**config.mk**
```make
export PLATFORM = sky130hd
export DESIGN_NAME = damped_oscillator_heun_stepper
export DESIGN_NICKNAME = d
export VERILOG_FILES = /design/src/hdl/dohs_pkg.sv /design/src/hdl/dohs_mul.sv /design/src/hdl/dohs_core.sv /design/src/hdl/damped_oscillator_heun_stepper.sv
export SDC_FILE = /design/constraint.sdc
export NUM_CORES = 2
export LEC_CHECK = 0
export ABC_CLOCK_PERIOD_IN_PS = 25500
export BUFFER_PORTS_ARGS = -buffer_cell sky130_fd_sc_hd__buf_4
export CORE_MARGIN = 2
export CORE_UTILIZATION = 45
export CTS_CLUSTER_DIAMETER = 40
export DETAILED_ROUTE_END_ITERATION = 8
export GPL_TIMING_DRIVEN = 0
export PLACE_DENSITY_LB_ADDON = 0.05
export SYNTH_ARGS = -nofsm -noshare
export SYNTH_HDL_FRONTEND = slang
export SYNTH_SLANG_ARGS = --single-unit
```
**constraint.sdc**
```tcl
create_clock -name clk -period 25.5 [get_ports clk]
set_input_delay 2.55 -clock clk [delete_from_list [all_inputs] [get_ports clk]]
set_output_delay 2.55 -clock clk [all_outputs]
set_load 0.03 [all_outputs]
```
**src/hdl/dohs_pkg.sv**
```systemverilog
// Shared types, constants and helpers for the damped oscillator stepper.
`default_nettype none
package dohs_pkg;

	localparam int DATA_W = 32;
	localparam int FRAC_W = 24;
	localparam int PROD_W = 2 * DATA_W;
	localparam int MRES_W = PROD_W - FRAC_W;
	localparam int WIDE_W = MRES_W + 4;
	localparam int TIME_W = 31;
	localparam int CNT_W  = 16;
	localparam int ADDR_W = 5;

	typedef logic signed [DATA_W-1:0] word_t;
	typedef logic signed [MRES_W-1:0] mres_t;
	typedef logic signed [WIDE_W-1:0] wide_t;

	localparam word_t WORD_MAX = {1'b0, {(DATA_W-1){1'b1}}};
	localparam word_t WORD_MIN = {1'b1, {(DATA_W-1){1'b0}}};
	localparam logic [TIME_W-1:0] TIME_MAX = {TIME_W{1'b1}};

	// register indexes on the configuration port
	localparam logic [2:0] REG_SPRING_K      = 3'd0;
	localparam logic [2:0] REG_DAMPING_GAMMA = 3'd1;
	localparam logic [2:0] REG_TIME_STEP     = 3'd2;
	localparam logic [2:0] REG_END_TIME      = 3'd3;
	localparam logic [2:0] REG_WRITE_PERIOD  = 3'd4;
	localparam logic [2:0] REG_METHOD_SELECT = 3'd5;

	localparam word_t             RST_SPRING_K      = 32'sd16777216;
	localparam word_t             RST_DAMPING_GAMMA = 32'sd838861;
	localparam logic [TIME_W-1:0] RST_TIME_STEP     = 31'd167772;
	localparam logic [TIME_W-1:0] RST_END_TIME      = 31'd671088640;
	localparam logic [CNT_W-1:0]  RST_WRITE_PERIOD  = 16'd4;
	localparam logic              RST_METHOD_SELECT = 1'b1;

	localparam logic METHOD_HEUN = 1'b1;
	localparam logic CMD_LOAD    = 1'b1;

	typedef struct packed {
		word_t             spring_k;
		word_t             damping_gamma;
		logic [TIME_W-1:0] time_step;
		logic [TIME_W-1:0] end_time;
		logic [CNT_W-1:0]  write_period;
		logic              method_select;
	} cfg_t;

	typedef struct packed {
		word_t             energy;
		word_t             velocity;
		word_t             position;
		logic [TIME_W-1:0] time_stamp;
	} res_t;

	typedef enum logic [4:0] {
		ST_IDLE,
		ST_E0, ST_E1, ST_E2, ST_E3, ST_E4,
		ST_H0, ST_H1, ST_H2, ST_H3, ST_H4, ST_H5,
		ST_N0, ST_N1, ST_N2, ST_N3, ST_N4,
		ST_OUT
	} state_t;

	typedef enum logic [3:0] {
		MOP_NONE,
		MOP_GV, MOP_KX, MOP_HV, MOP_HDV,
		MOP_GV1, MOP_KX1, MOP_HSX, MOP_HSV,
		MOP_V1V1, MOP_X1X1, MOP_KXX
	} mul_op_t;

	typedef struct packed {
		mul_op_t mop;
		logic    ld_acc2;
		logic    ld_acc1;
		logic    ld_dv;
		logic    ld_x1;
		logic    ld_v1;
		logic    ld_sx;
		logic    ld_pv;
		logic    ld_sv;
		logic    ld_xx;
		logic    ld_en;
		logic    commit;
		logic    push;
	} ctrl_t;

	// clamp a wide signed value to the word range
	function automatic word_t sat_word(input wide_t a);
		word_t r;
		if (a > wide_t'(WORD_MAX)) begin
			r = WORD_MAX;
		end else if (a < wide_t'(WORD_MIN)) begin
			r = WORD_MIN;
		end else begin
			r = a[DATA_W-1:0];
		end
		return r;
	endfunction

endpackage
`default_nettype wire

```
**src/hdl/dohs_mul.sv**
```systemverilog
// Shared signed multiplier with a registered full-width product.
`default_nettype none
module dohs_mul (
	input  wire logic                           clk,
	input  wire dohs_pkg::word_t                a,
	input  wire dohs_pkg::word_t                b,
	output logic signed [dohs_pkg::PROD_W-1:0] prod_s1
);

	always_ff @(posedge clk) begin
		prod_s1 <= a * b;
	end

endmodule
`default_nettype wire

```
**src/hdl/dohs_core.sv**
```systemverilog
// Step sequencer and datapath registers around the shared multiplier.
`default_nettype none
module dohs_core (
	input  wire logic                          clk,
	input  wire logic                          arst_n,
	input  wire dohs_pkg::cfg_t                cfg,
	input  wire logic                          in_valid,
	output logic                               in_ready,
	input  wire logic                          in_cmd,
	input  wire dohs_pkg::word_t               in_pos,
	input  wire dohs_pkg::word_t               in_vel,
	input  wire logic                          out_free,
	output logic                               res_push,
	output dohs_pkg::res_t                     res
);

	dohs_pkg::state_t state_q, state_d;
	dohs_pkg::ctrl_t  ctrl;

	dohs_pkg::word_t pos_q, vel_q;
	logic [dohs_pkg::TIME_W-1:0] time_q, t0_q;
	logic [dohs_pkg::CNT_W-1:0]  cnt_q;
	logic emit_q;

	dohs_pkg::wide_t acc_q;
	dohs_pkg::word_t dv_q, x1_q, v1_q, sx_q, pv_q, sv_q, xx_q, en_q;

	dohs_pkg::word_t mul_a, mul_b, h_word, v1_d;
	logic signed [dohs_pkg::PROD_W-1:0] prod_s1;
	dohs_pkg::mres_t mres;
	dohs_pkg::wide_t e_sum;

	logic in_fire, step_go;
	logic [dohs_pkg::TIME_W:0]  t_sum;
	logic [dohs_pkg::CNT_W-1:0] per;
	logic [dohs_pkg::CNT_W:0]   cnt_inc;

	function automatic dohs_pkg::word_t half_sum(input dohs_pkg::word_t a, input dohs_pkg::word_t b);
		logic signed [dohs_pkg::DATA_W:0] s;
		s = {a[dohs_pkg::DATA_W-1], a} + {b[dohs_pkg::DATA_W-1], b};
		return s[dohs_pkg::DATA_W:1];
	endfunction

	assign in_ready = (state_q == dohs_pkg::ST_IDLE);
	assign in_fire  = in_valid && in_ready;
	assign step_go  = in_fire && (in_cmd != dohs_pkg::CMD_LOAD) && (time_q < cfg.end_time);

	assign h_word = dohs_pkg::word_t'({1'b0, cfg.time_step});
	assign mres   = prod_s1[dohs_pkg::PROD_W-1:dohs_pkg::FRAC_W];

	// operand select for the shared multiplier
	always_comb begin
		mul_a = '0;
		mul_b = '0;
		unique case (ctrl.mop)
			dohs_pkg::MOP_GV: begin
				mul_a = cfg.damping_gamma; mul_b = vel_q;
			end
			dohs_pkg::MOP_KX: begin
				mul_a = cfg.spring_k; mul_b = pos_q;
			end
			dohs_pkg::MOP_HV: begin
				mul_a = h_word; mul_b = vel_q;
			end
			dohs_pkg::MOP_HDV: begin
				mul_a = h_word; mul_b = dv_q;
			end
			dohs_pkg::MOP_GV1: begin
				mul_a = cfg.damping_gamma; mul_b = v1_q;
			end
			dohs_pkg::MOP_KX1: begin
				mul_a = cfg.spring_k; mul_b = x1_q;
			end
			dohs_pkg::MOP_HSX: begin
				mul_a = h_word; mul_b = sx_q;
			end
			dohs_pkg::MOP_HSV: begin
				mul_a = h_word; mul_b = sv_q;
			end
			dohs_pkg::MOP_V1V1: begin
				mul_a = v1_q; mul_b = v1_q;
			end
			dohs_pkg::MOP_X1X1: begin
				mul_a = x1_q; mul_b = x1_q;
			end
			dohs_pkg::MOP_KXX: begin
				mul_a = cfg.spring_k; mul_b = xx_q;
			end
			default: begin
				mul_a = '0; mul_b = '0;
			end
		endcase
	end

	dohs_mul u_mul (
		.clk     (clk),
		.a       (mul_a),
		.b       (mul_b),
		.prod_s1 (prod_s1)
	);

	// next state
	always_comb begin
		state_d = state_q;
		unique case (state_q)
			dohs_pkg::ST_IDLE: if (step_go) state_d = dohs_pkg::ST_E0;
			dohs_pkg::ST_E0:   state_d = dohs_pkg::ST_E1;
			dohs_pkg::ST_E1:   state_d = dohs_pkg::ST_E2;
			dohs_pkg::ST_E2:   state_d = dohs_pkg::ST_E3;
			dohs_pkg::ST_E3:   state_d = dohs_pkg::ST_E4;
			dohs_pkg::ST_E4: begin
				if (cfg.method_select == dohs_pkg::METHOD_HEUN) begin
					state_d = dohs_pkg::ST_H0;
				end else begin
					state_d = emit_q ? dohs_pkg::ST_N0 : dohs_pkg::ST_IDLE;
				end
			end
			dohs_pkg::ST_H0:   state_d = dohs_pkg::ST_H1;
			dohs_pkg::ST_H1:   state_d = dohs_pkg::ST_H2;
			dohs_pkg::ST_H2:   state_d = dohs_pkg::ST_H3;
			dohs_pkg::ST_H3:   state_d = dohs_pkg::ST_H4;
			dohs_pkg::ST_H4:   state_d = dohs_pkg::ST_H5;
			dohs_pkg::ST_H5:   state_d = emit_q ? dohs_pkg::ST_N0 : dohs_pkg::ST_IDLE;
			dohs_pkg::ST_N0:   state_d = dohs_pkg::ST_N1;
			dohs_pkg::ST_N1:   state_d = dohs_pkg::ST_N2;
			dohs_pkg::ST_N2:   state_d = dohs_pkg::ST_N3;
			dohs_pkg::ST_N3:   state_d = dohs_pkg::ST_N4;
			dohs_pkg::ST_N4:   state_d = dohs_pkg::ST_OUT;
			dohs_pkg::ST_OUT:  if (out_free) state_d = dohs_pkg::ST_IDLE;
			default:           state_d = dohs_pkg::ST_IDLE;
		endcase
	end

	// per-state controls; a product issued in one state is read in the next
	always_comb begin
		ctrl = '0;
		ctrl.mop = dohs_pkg::MOP_NONE;
		unique case (state_q)
			dohs_pkg::ST_IDLE: ;
			dohs_pkg::ST_E0: ctrl.mop = dohs_pkg::MOP_GV;
			dohs_pkg::ST_E1: begin
				ctrl.mop = dohs_pkg::MOP_KX; ctrl.ld_acc2 = 1'b1;
			end
			dohs_pkg::ST_E2: begin
				ctrl.mop = dohs_pkg::MOP_HV; ctrl.ld_dv = 1'b1;
			end
			dohs_pkg::ST_E3: begin
				ctrl.mop = dohs_pkg::MOP_HDV; ctrl.ld_x1 = 1'b1;
			end
			dohs_pkg::ST_E4: begin
				ctrl.ld_v1  = 1'b1;
				ctrl.commit = (cfg.method_select != dohs_pkg::METHOD_HEUN);
			end
			dohs_pkg::ST_H0: begin
				ctrl.mop = dohs_pkg::MOP_GV1; ctrl.ld_sx = 1'b1;
			end
			dohs_pkg::ST_H1: begin
				ctrl.mop = dohs_pkg::MOP_KX1; ctrl.ld_acc2 = 1'b1;
			end
			dohs_pkg::ST_H2: begin
				ctrl.mop = dohs_pkg::MOP_HSX; ctrl.ld_pv = 1'b1;
			end
			dohs_pkg::ST_H3: begin
				ctrl.ld_x1 = 1'b1; ctrl.ld_sv = 1'b1;
			end
			dohs_pkg::ST_H4: ctrl.mop = dohs_pkg::MOP_HSV;
			dohs_pkg::ST_H5: begin
				ctrl.ld_v1 = 1'b1; ctrl.commit = 1'b1;
			end
			dohs_pkg::ST_N0: ctrl.mop = dohs_pkg::MOP_V1V1;
			dohs_pkg::ST_N1: begin
				ctrl.mop = dohs_pkg::MOP_X1X1; ctrl.ld_acc1 = 1'b1;
			end
			dohs_pkg::ST_N2: ctrl.ld_xx = 1'b1;
			dohs_pkg::ST_N3: ctrl.mop = dohs_pkg::MOP_KXX;
			dohs_pkg::ST_N4: ctrl.ld_en = 1'b1;
			dohs_pkg::ST_OUT: ctrl.push = out_free;
			default: ;
		endcase
	end

	always_ff @(posedge clk or negedge arst_n) begin
		if (!arst_n) begin
			state_q <= dohs_pkg::ST_IDLE;
		end else begin
			state_q <= state_d;
		end
	end

	assign v1_d    = dohs_pkg::sat_word(dohs_pkg::wide_t'(vel_q) + dohs_pkg::wide_t'(mres));
	assign e_sum   = dohs_pkg::wide_t'(acc_q) + dohs_pkg::wide_t'(mres);
	assign t_sum   = {1'b0, time_q} + {1'b0, cfg.time_step};
	assign per     = (cfg.write_period == '0) ? dohs_pkg::CNT_W'(1) : cfg.write_period;
	assign cnt_inc = {1'b0, cnt_q} + (dohs_pkg::CNT_W+1)'(1);

	// architectural state: position, velocity, time, step count
	always_ff @(posedge clk or negedge arst_n) begin
		if (!arst_n) begin
			pos_q  <= '0;
			vel_q  <= '0;
			time_q <= '0;
			cnt_q  <= '0;
			emit_q <= 1'b0;
		end else begin
			if (in_fire && (in_cmd == dohs_pkg::CMD_LOAD)) begin
				pos_q  <= in_pos;
				vel_q  <= in_vel;
				time_q <= '0;
				cnt_q  <= '0;
			end else if (step_go) begin
				time_q <= t_sum[dohs_pkg::TIME_W] ? dohs_pkg::TIME_MAX
					: t_sum[dohs_pkg::TIME_W-1:0];
				emit_q <= (cnt_q == '0);
				cnt_q  <= (cnt_inc >= {1'b0, per}) ? '0 : cnt_inc[dohs_pkg::CNT_W-1:0];
			end
			if (ctrl.commit) begin
				pos_q <= x1_q;
				vel_q <= v1_d;
			end
		end
	end

	// working registers of one step
	always_ff @(posedge clk) begin
		if (step_go) t0_q <= time_q;
		if (ctrl.ld_acc2) acc_q <= dohs_pkg::wide_t'(mres) + dohs_pkg::wide_t'(mres);
		if (ctrl.ld_acc1) acc_q <= dohs_pkg::wide_t'(mres);
		if (ctrl.ld_dv) dv_q <= dohs_pkg::sat_word(-(acc_q + dohs_pkg::wide_t'(mres)));
		if (ctrl.ld_pv) pv_q <= dohs_pkg::sat_word(-(acc_q + dohs_pkg::wide_t'(mres)));
		if (ctrl.ld_x1) x1_q <= dohs_pkg::sat_word(dohs_pkg::wide_t'(pos_q) + dohs_pkg::wide_t'(mres));
		if (ctrl.ld_v1) v1_q <= v1_d;
		if (ctrl.ld_sx) sx_q <= half_sum(vel_q, v1_q);
		if (ctrl.ld_sv) sv_q <= half_sum(dv_q, pv_q);
		if (ctrl.ld_xx) xx_q <= dohs_pkg::sat_word(dohs_pkg::wide_t'(mres));
		if (ctrl.ld_en) en_q <= dohs_pkg::sat_word(e_sum >>> 1);
	end

	assign res_push       = ctrl.push;
	assign res.time_stamp = t0_q;
	assign res.position   = x1_q;
	assign res.velocity   = v1_q;
	assign res.energy     = en_q;

endmodule
`default_nettype wire

```
**src/hdl/damped_oscillator_heun_stepper.sv**
```systemverilog
// Top level: configuration registers, stream ports and result register of the stepper.
// A load or a dropped step keeps the sequencer idle; a step runs the Euler states, then
// the Heun states if selected, then energy and hand-off when it reports a result.
// Throughput: a load or a dropped step every cycle while idle; a new step waits for
// idle, shares the one 32x32 multiplier, and an untaken result holds the hand-off.
// Reset (arst_n low, asynchronous): registers take their documented defaults, state,
// time and step count clear, and no result is pending.
`default_nettype none
module damped_oscillator_heun_stepper (
	input  wire logic                         clk,
	input  wire logic                         arst_n,
	// configuration port
	input  wire logic                         psel,
	input  wire logic                         penable,
	input  wire logic                         pwrite,
	input  wire logic [dohs_pkg::ADDR_W-1:0]  paddr,
	input  wire logic [31:0]                  pwdata,
	output logic      [31:0]                  prdata,
	output logic                              pready,
	// request stream
	input  wire logic                         s_tvalid,
	output logic                              s_tready,
	input  wire logic [63:0]                  s_tdata,  // load_position[31:0], load_velocity[63:32]
	input  wire logic [0:0]                   s_tuser,  // cmd[0]
	// result stream
	output logic                              m_tvalid,
	input  wire logic                         m_tready,
	output logic [127:0]                      m_tdata   // time_stamp[30:0], position[62:31],
	                                                    // velocity[94:63], energy[126:95], zero
);

	dohs_pkg::cfg_t cfg_q;
	dohs_pkg::res_t res, res_q;
	logic [2:0]     reg_idx;
	logic           wr_en;
	logic           res_push;
	logic           m_tvalid_q;
	logic           out_free;

	// register index is the word address; unused addresses read zero and drop writes
	assign reg_idx = paddr[4:2];
	assign wr_en   = psel && penable && pwrite && pready;
	assign pready  = 1'b1;

	always_ff @(posedge clk or negedge arst_n) begin
		if (!arst_n) begin
			cfg_q.spring_k      <= dohs_pkg::RST_SPRING_K;
			cfg_q.damping_gamma <= dohs_pkg::RST_DAMPING_GAMMA;
			cfg_q.time_step     <= dohs_pkg::RST_TIME_STEP;
			cfg_q.end_time      <= dohs_pkg::RST_END_TIME;
			cfg_q.write_period  <= dohs_pkg::RST_WRITE_PERIOD;
			cfg_q.method_select <= dohs_pkg::RST_METHOD_SELECT;
		end else if (wr_en) begin
			unique case (reg_idx)
				dohs_pkg::REG_SPRING_K:      cfg_q.spring_k      <= pwdata;
				dohs_pkg::REG_DAMPING_GAMMA: cfg_q.damping_gamma <= pwdata;
				dohs_pkg::REG_TIME_STEP:     cfg_q.time_step     <= pwdata[dohs_pkg::TIME_W-1:0];
				dohs_pkg::REG_END_TIME:      cfg_q.end_time      <= pwdata[dohs_pkg::TIME_W-1:0];
				dohs_pkg::REG_WRITE_PERIOD:  cfg_q.write_period  <= pwdata[dohs_pkg::CNT_W-1:0];
				dohs_pkg::REG_METHOD_SELECT: cfg_q.method_select <= pwdata[0];
				default: ;
			endcase
		end
	end

	// read back, zero-extending the narrow registers
	always_comb begin
		unique case (reg_idx)
			dohs_pkg::REG_SPRING_K:      prdata = cfg_q.spring_k;
			dohs_pkg::REG_DAMPING_GAMMA: prdata = cfg_q.damping_gamma;
			dohs_pkg::REG_TIME_STEP:     prdata = {1'b0, cfg_q.time_step};
			dohs_pkg::REG_END_TIME:      prdata = {1'b0, cfg_q.end_time};
			dohs_pkg::REG_WRITE_PERIOD:  prdata = {16'd0, cfg_q.write_period};
			dohs_pkg::REG_METHOD_SELECT: prdata = {31'd0, cfg_q.method_select};
			default:                     prdata = '0;
		endcase
	end

	// the result register frees the core: a new request may be taken while it waits
	assign out_free = !m_tvalid_q || m_tready;

	dohs_core u_core (
		.clk      (clk),
		.arst_n   (arst_n),
		.cfg      (cfg_q),
		.in_valid (s_tvalid),
		.in_ready (s_tready),
		.in_cmd   (s_tuser[0]),
		.in_pos   (s_tdata[31:0]),
		.in_vel   (s_tdata[63:32]),
		.out_free (out_free),
		.res_push (res_push),
		.res      (res)
	);

	// hold the result until taken; advance only when the slot is free
	always_ff @(posedge clk or negedge arst_n) begin
		if (!arst_n) begin
			m_tvalid_q <= 1'b0;
		end else if (res_push) begin
			m_tvalid_q <= 1'b1;
		end else if (m_tready) begin
			m_tvalid_q <= 1'b0;
		end
	end

	always_ff @(posedge clk) begin
		if (res_push) res_q <= res;
	end

	assign m_tvalid = m_tvalid_q;
	assign m_tdata  = {1'b0, res_q.energy, res_q.velocity, res_q.position, res_q.time_stamp};

endmodule
`default_nettype wire

```
==> run summary <==
The run finished, with violations left. The checks that failed: max-capacitance violations, max-slew violations. The share of post-route cells with drive strength above 1 is 0.0947, and the post-synthesis average cell area is 9.84 µm². The tools report the post-CTS resize count as 0. The logs give 0.73 ns for the insertion delay of the later-clocked pin in the worst-skew pair and 0.365 for the global router's overall resource usage. The via count of the first global-routing pass is 61.9k, and the depth of the worst register-to-register path is 37. The fraction of synthesized cell area in xor and xnor cells works out to 0.0289.

Entering global routing, the biggest net connects 101 pins. The height of the die is 420 µm. Pin placement for this block handled 272 I/O pins. Classification of the worst-slack hold path: flip-flop to flip-flop.

In this run, post-CTS hold repair placed 0 buffers. Element type at the critical path start: a flip-flop. Total number of yosys warnings: 0.

After synthesis, the largest family of logic cells by area is adder cells. The routed design has 319000 µm of wire. TritonCTS built the clock tree. The ratio of routed vias to standard cells was 5.82; the post-synthesis share of cell area spent on and, or, nand and nor gates was 0.126.

The flip-flop and latch count after synthesis is 756. In this run, the number of DRC markers left after iteration 0 of detailed routing was 7014. After clock tree synthesis, the setup repair step added 0 buffers.

The top fanout value on the critical path came out at 10. The multiplexer share of the synthesized area was 0.0247. The number of clock buffers inserted by TritonCTS is 102. Port buffering added 265 buffers. Clock-pin slew was measured on the worst setup and hold paths at 0.06 ns. The H-tree generated during clock tree synthesis spans 3 levels. The slew at the pin closest to its max-slew limit was 1.50 ns; the width of the die was 420 µm.

Cell count of the worst hold path: 0. The clock drives 756 sinks. The max-capacitance violation count was 1. Subtracting the final worst setup slack from the clock period gives 14.92 ns. In the synthesized netlist, the number of instances is 7928. The total iterations of the first detailed-routing run is 9, and the largest stage delay on the critical path is 0.93 ns. The share of flip-flops with an asynchronous set or reset is 0.345.

The cell type with the highest occurrence count on the critical path was sky130_fd_sc_hd__fa_1. The run gives 0 as the count of antenna-violating nets left after detailed routing. Top flip-flop cell by instance count after synthesis: sky130_fd_sc_hd__edfxtp_1. Static timing analysis puts the maximum clock frequency at 0.0670 GHz. The number of nets handed over by synthesis was 9568. For the count of final hold-check violations, the log shows 0.

Clock skew on the completed layout was measured at 0.0431 ns. The tools report the sum of negative setup slack as 0 ns. Master of the slowest instance on the critical path: sky130_fd_sc_hd__clkbuf_1.

The number of library cell types mapped by synthesis is 109, and the final period utilization is 0.585. Yosys mapped a number of flops with a built-in enable equal to 455. The cell area that synthesis handed to floorplanning was 0.0780 mm². The tools report the arrival time at the worst endpoint as 15.50 ns. For this run, design rule violations remaining after detail routing come to 0.

The first global-routing pass estimated 454000 µm of wire. The starting density of the core was 0.454; the layout overhead on the synthesized area was 11.8%. The run gives 152 as the number of core rows.

No sink is reached through more buffers than the 3 on the longest clock path. The tools report the placeable core region as 0.172 mm². The kind of critical path is flip-flop to flip-flop. The tools report the root buffer selected by CTS as sky130_fd_sc_hd__clkbuf_16. The adder-cell share of the synthesized area was 0.350. The remaining global-route overflow was 0; the max-slew violation count was 5.

The run gives 9970 as the number of nets in the finished design. The fraction of the mapped netlist area in compound gates is 0.119, and the critical path data required time is 26.08 ns. Dividing the detail-routed wire length by the instance count gives 29.7 µm.

The run gives 0.417 ns as the post-route worst hold slack. Setup repair after global routing left no endpoint under its margin. The worst setup path is captured at a flip-flop. The routed layout has 62.5k vias.

Setup violations remaining at the end of the flow were counted as 0. The relative slew slack is -0.000116. The run gives 31 as the initial antenna violation count.

The tools report the share of synthesized area occupied by flip-flops and latches as 0.270. The congestion estimate from routability-driven global placement came to 0.991. The logs give 0.177 mm² for the area of the die and 266000 µm for the total half-perimeter wirelength after legalization and detailed placement.
[layout by cell type (no fill, tap or decap), drive strengths merged, types with 50 or more instances in the layout]
| cell | Yosys | routed |
|---|---|---|
| a211oi | 51 | 51 |
| a21o | 154 | 154 |
| a21oi | 307 | 307 |
| a222oi | 50 | 50 |
| a22oi | 88 | 88 |
| and3 | 76 | 76 |
| buf | 52 | 350 |
| clkbuf | 332 | 451 |
| dfrtp | 235 | 235 |
| edfxtp | 455 | 455 |
| fa | 1087 | 1087 |
| ha | 444 | 444 |
| inv | 1286 | 1315 |
| mux2 | 149 | 149 |
| nand2 | 859 | 859 |
| nand2b | 95 | 95 |
| nand3 | 128 | 128 |
| nor2 | 673 | 673 |
| nor3 | 69 | 69 |
| o21a | 53 | 53 |
| o21ai | 288 | 288 |
| xnor2 | 165 | 165 |
| xor2 | 92 | 92 |
[synth_stat cells (all sizes together), types with 45 or more instances]
cell,instances,area (µm²)
nor2,673,2530
xnor2,165,1450
dfrtp,235,5880
nor2b,49,307
a221oi,45,418
o21a,53,398
buf,52,268
nand3,128,646
edfxtp,455,13700
a22oi,88,661
a21oi,307,1540
a211oi,51,383
nor3,69,362
o21ai,288,1550
inv,1286,4830
and2,46,288
nand2,859,3220
mux2,149,1680
clkbuf,332,1250
a21o,154,1160
ha,444,5560
a222oi,50,500
xor2,92,806
and3,76,480
nand2b,95,594
fa,1087,21800
[worst paths after layout]
path	startpoint	to	slack [ns]
worst max-delay path	u_core.state_q[4]$_DFFE_PN0P_	u_core.u_mul.prod_s1[61]$_DFF_P_	10.58
worst min-delay path	u_core.t0_q[24]$_DFFE_PP_	m_tdata[24]$_DFFE_PP_	0.42
worst max register to register	u_core.state_q[4]$_DFFE_PN0P_	u_core.u_mul.prod_s1[61]$_DFF_P_	10.58
worst min register to register	u_core.t0_q[24]$_DFFE_PP_	m_tdata[24]$_DFFE_PP_	0.42
max in group asynchronous	arst_n	cfg_q[98]$_DFFE_PN1P_	22.22
min in group asynchronous	arst_n	u_core.pos_q[26]$_DFFE_PN0P_	1.79
[kinds of logic after synthesis]
group,Yosys count
AO/OA/AOI/OAI,1354
XOR/XNOR,257
adder cells (fa/ha/maj),1531
buffers and inverters,1670
flip-flops,756
multiplexers,174
other,2
AND/OR/NAND/NOR,2184
[critical path: cells and delay by family (launching register included)]
family,cells,cell delay [ns]
xor+xnor,1,0.24
compound gates,10,3.57
fa+ha+maj,9,4.52
buf+inv,10,3.06
flops,1,0.36
simple gates,7,2.96
[registers in the layout, summed over array words and instances (netlist names)]
| name | count |
|---|---|
| u_core.cnt_q | 16 |
| m_tdata | 127 |
| u_core.sx_q | 32 |
| u_core.u_mul.prod_s1 | 40 |
| u_core.en_q | 32 |
| u_core.state_q | 5 |
| u_core.xx_q | 32 |
| u_core.acc_q | 41 |
| u_core.sv_q | 32 |
| u_core.v1_q | 32 |
| u_core.dv_q | 32 |
| u_core.pos_q | 32 |
| u_core.pv_q | 32 |
| u_core.t0_q | 31 |
| m_tvalid | 1 |
| u_core.x1_q | 32 |
| cfg_q | 143 |
| u_core.emit_q | 1 |
| u_core.time_q | 31 |
| u_core.vel_q | 32 |
[cell type report]
type | count | area [µm²]
Antenna cell | 16 | 40.0
Inverter | 1286 | 4830
Clock inverter | 75 | 860
Clock buffer | 119 | 2760
Fill cell | 16273 | 84700
Multi-Input combinational cell | 5502 | 50800
Timing Repair Buffer | 298 | 2500
Buffer | 384 | 1520
Tap cell | 2310 | 2890
Sequential cell | 756 | 21000
[per-layer routing]
layer,wire (µm),global-route usage,vias to the layer above,part of all wire
met4,18600,0.175,4,0.058
li1,-,-,27028,-
met3,29300,0.0795,581,0.092
met1,134000,0.507,32007,0.42
met5,27,0,-,0.000085
met2,137000,0.541,2921,0.43
[metrics by stage]
stage | worst slack, ns | util | instances | area [µm²]
floorplan | 14.45 | - | 7928 | 78000
global placement | 8.82 | 0.482 | 10503 | 82900
detailed placement | 11.06 | 0.486 | 10536 | 83600
CTS | 11.01 | 0.507 | 10730 | 87200
global route | 10.40 | 0.507 | 10730 | 87200
finish | 10.58 | 0.507 | 10746 | 87200
Power is left out: the tool's default activity adds up to more than one toggle a clock period on the data nets, which glitch-free logic cannot reach.
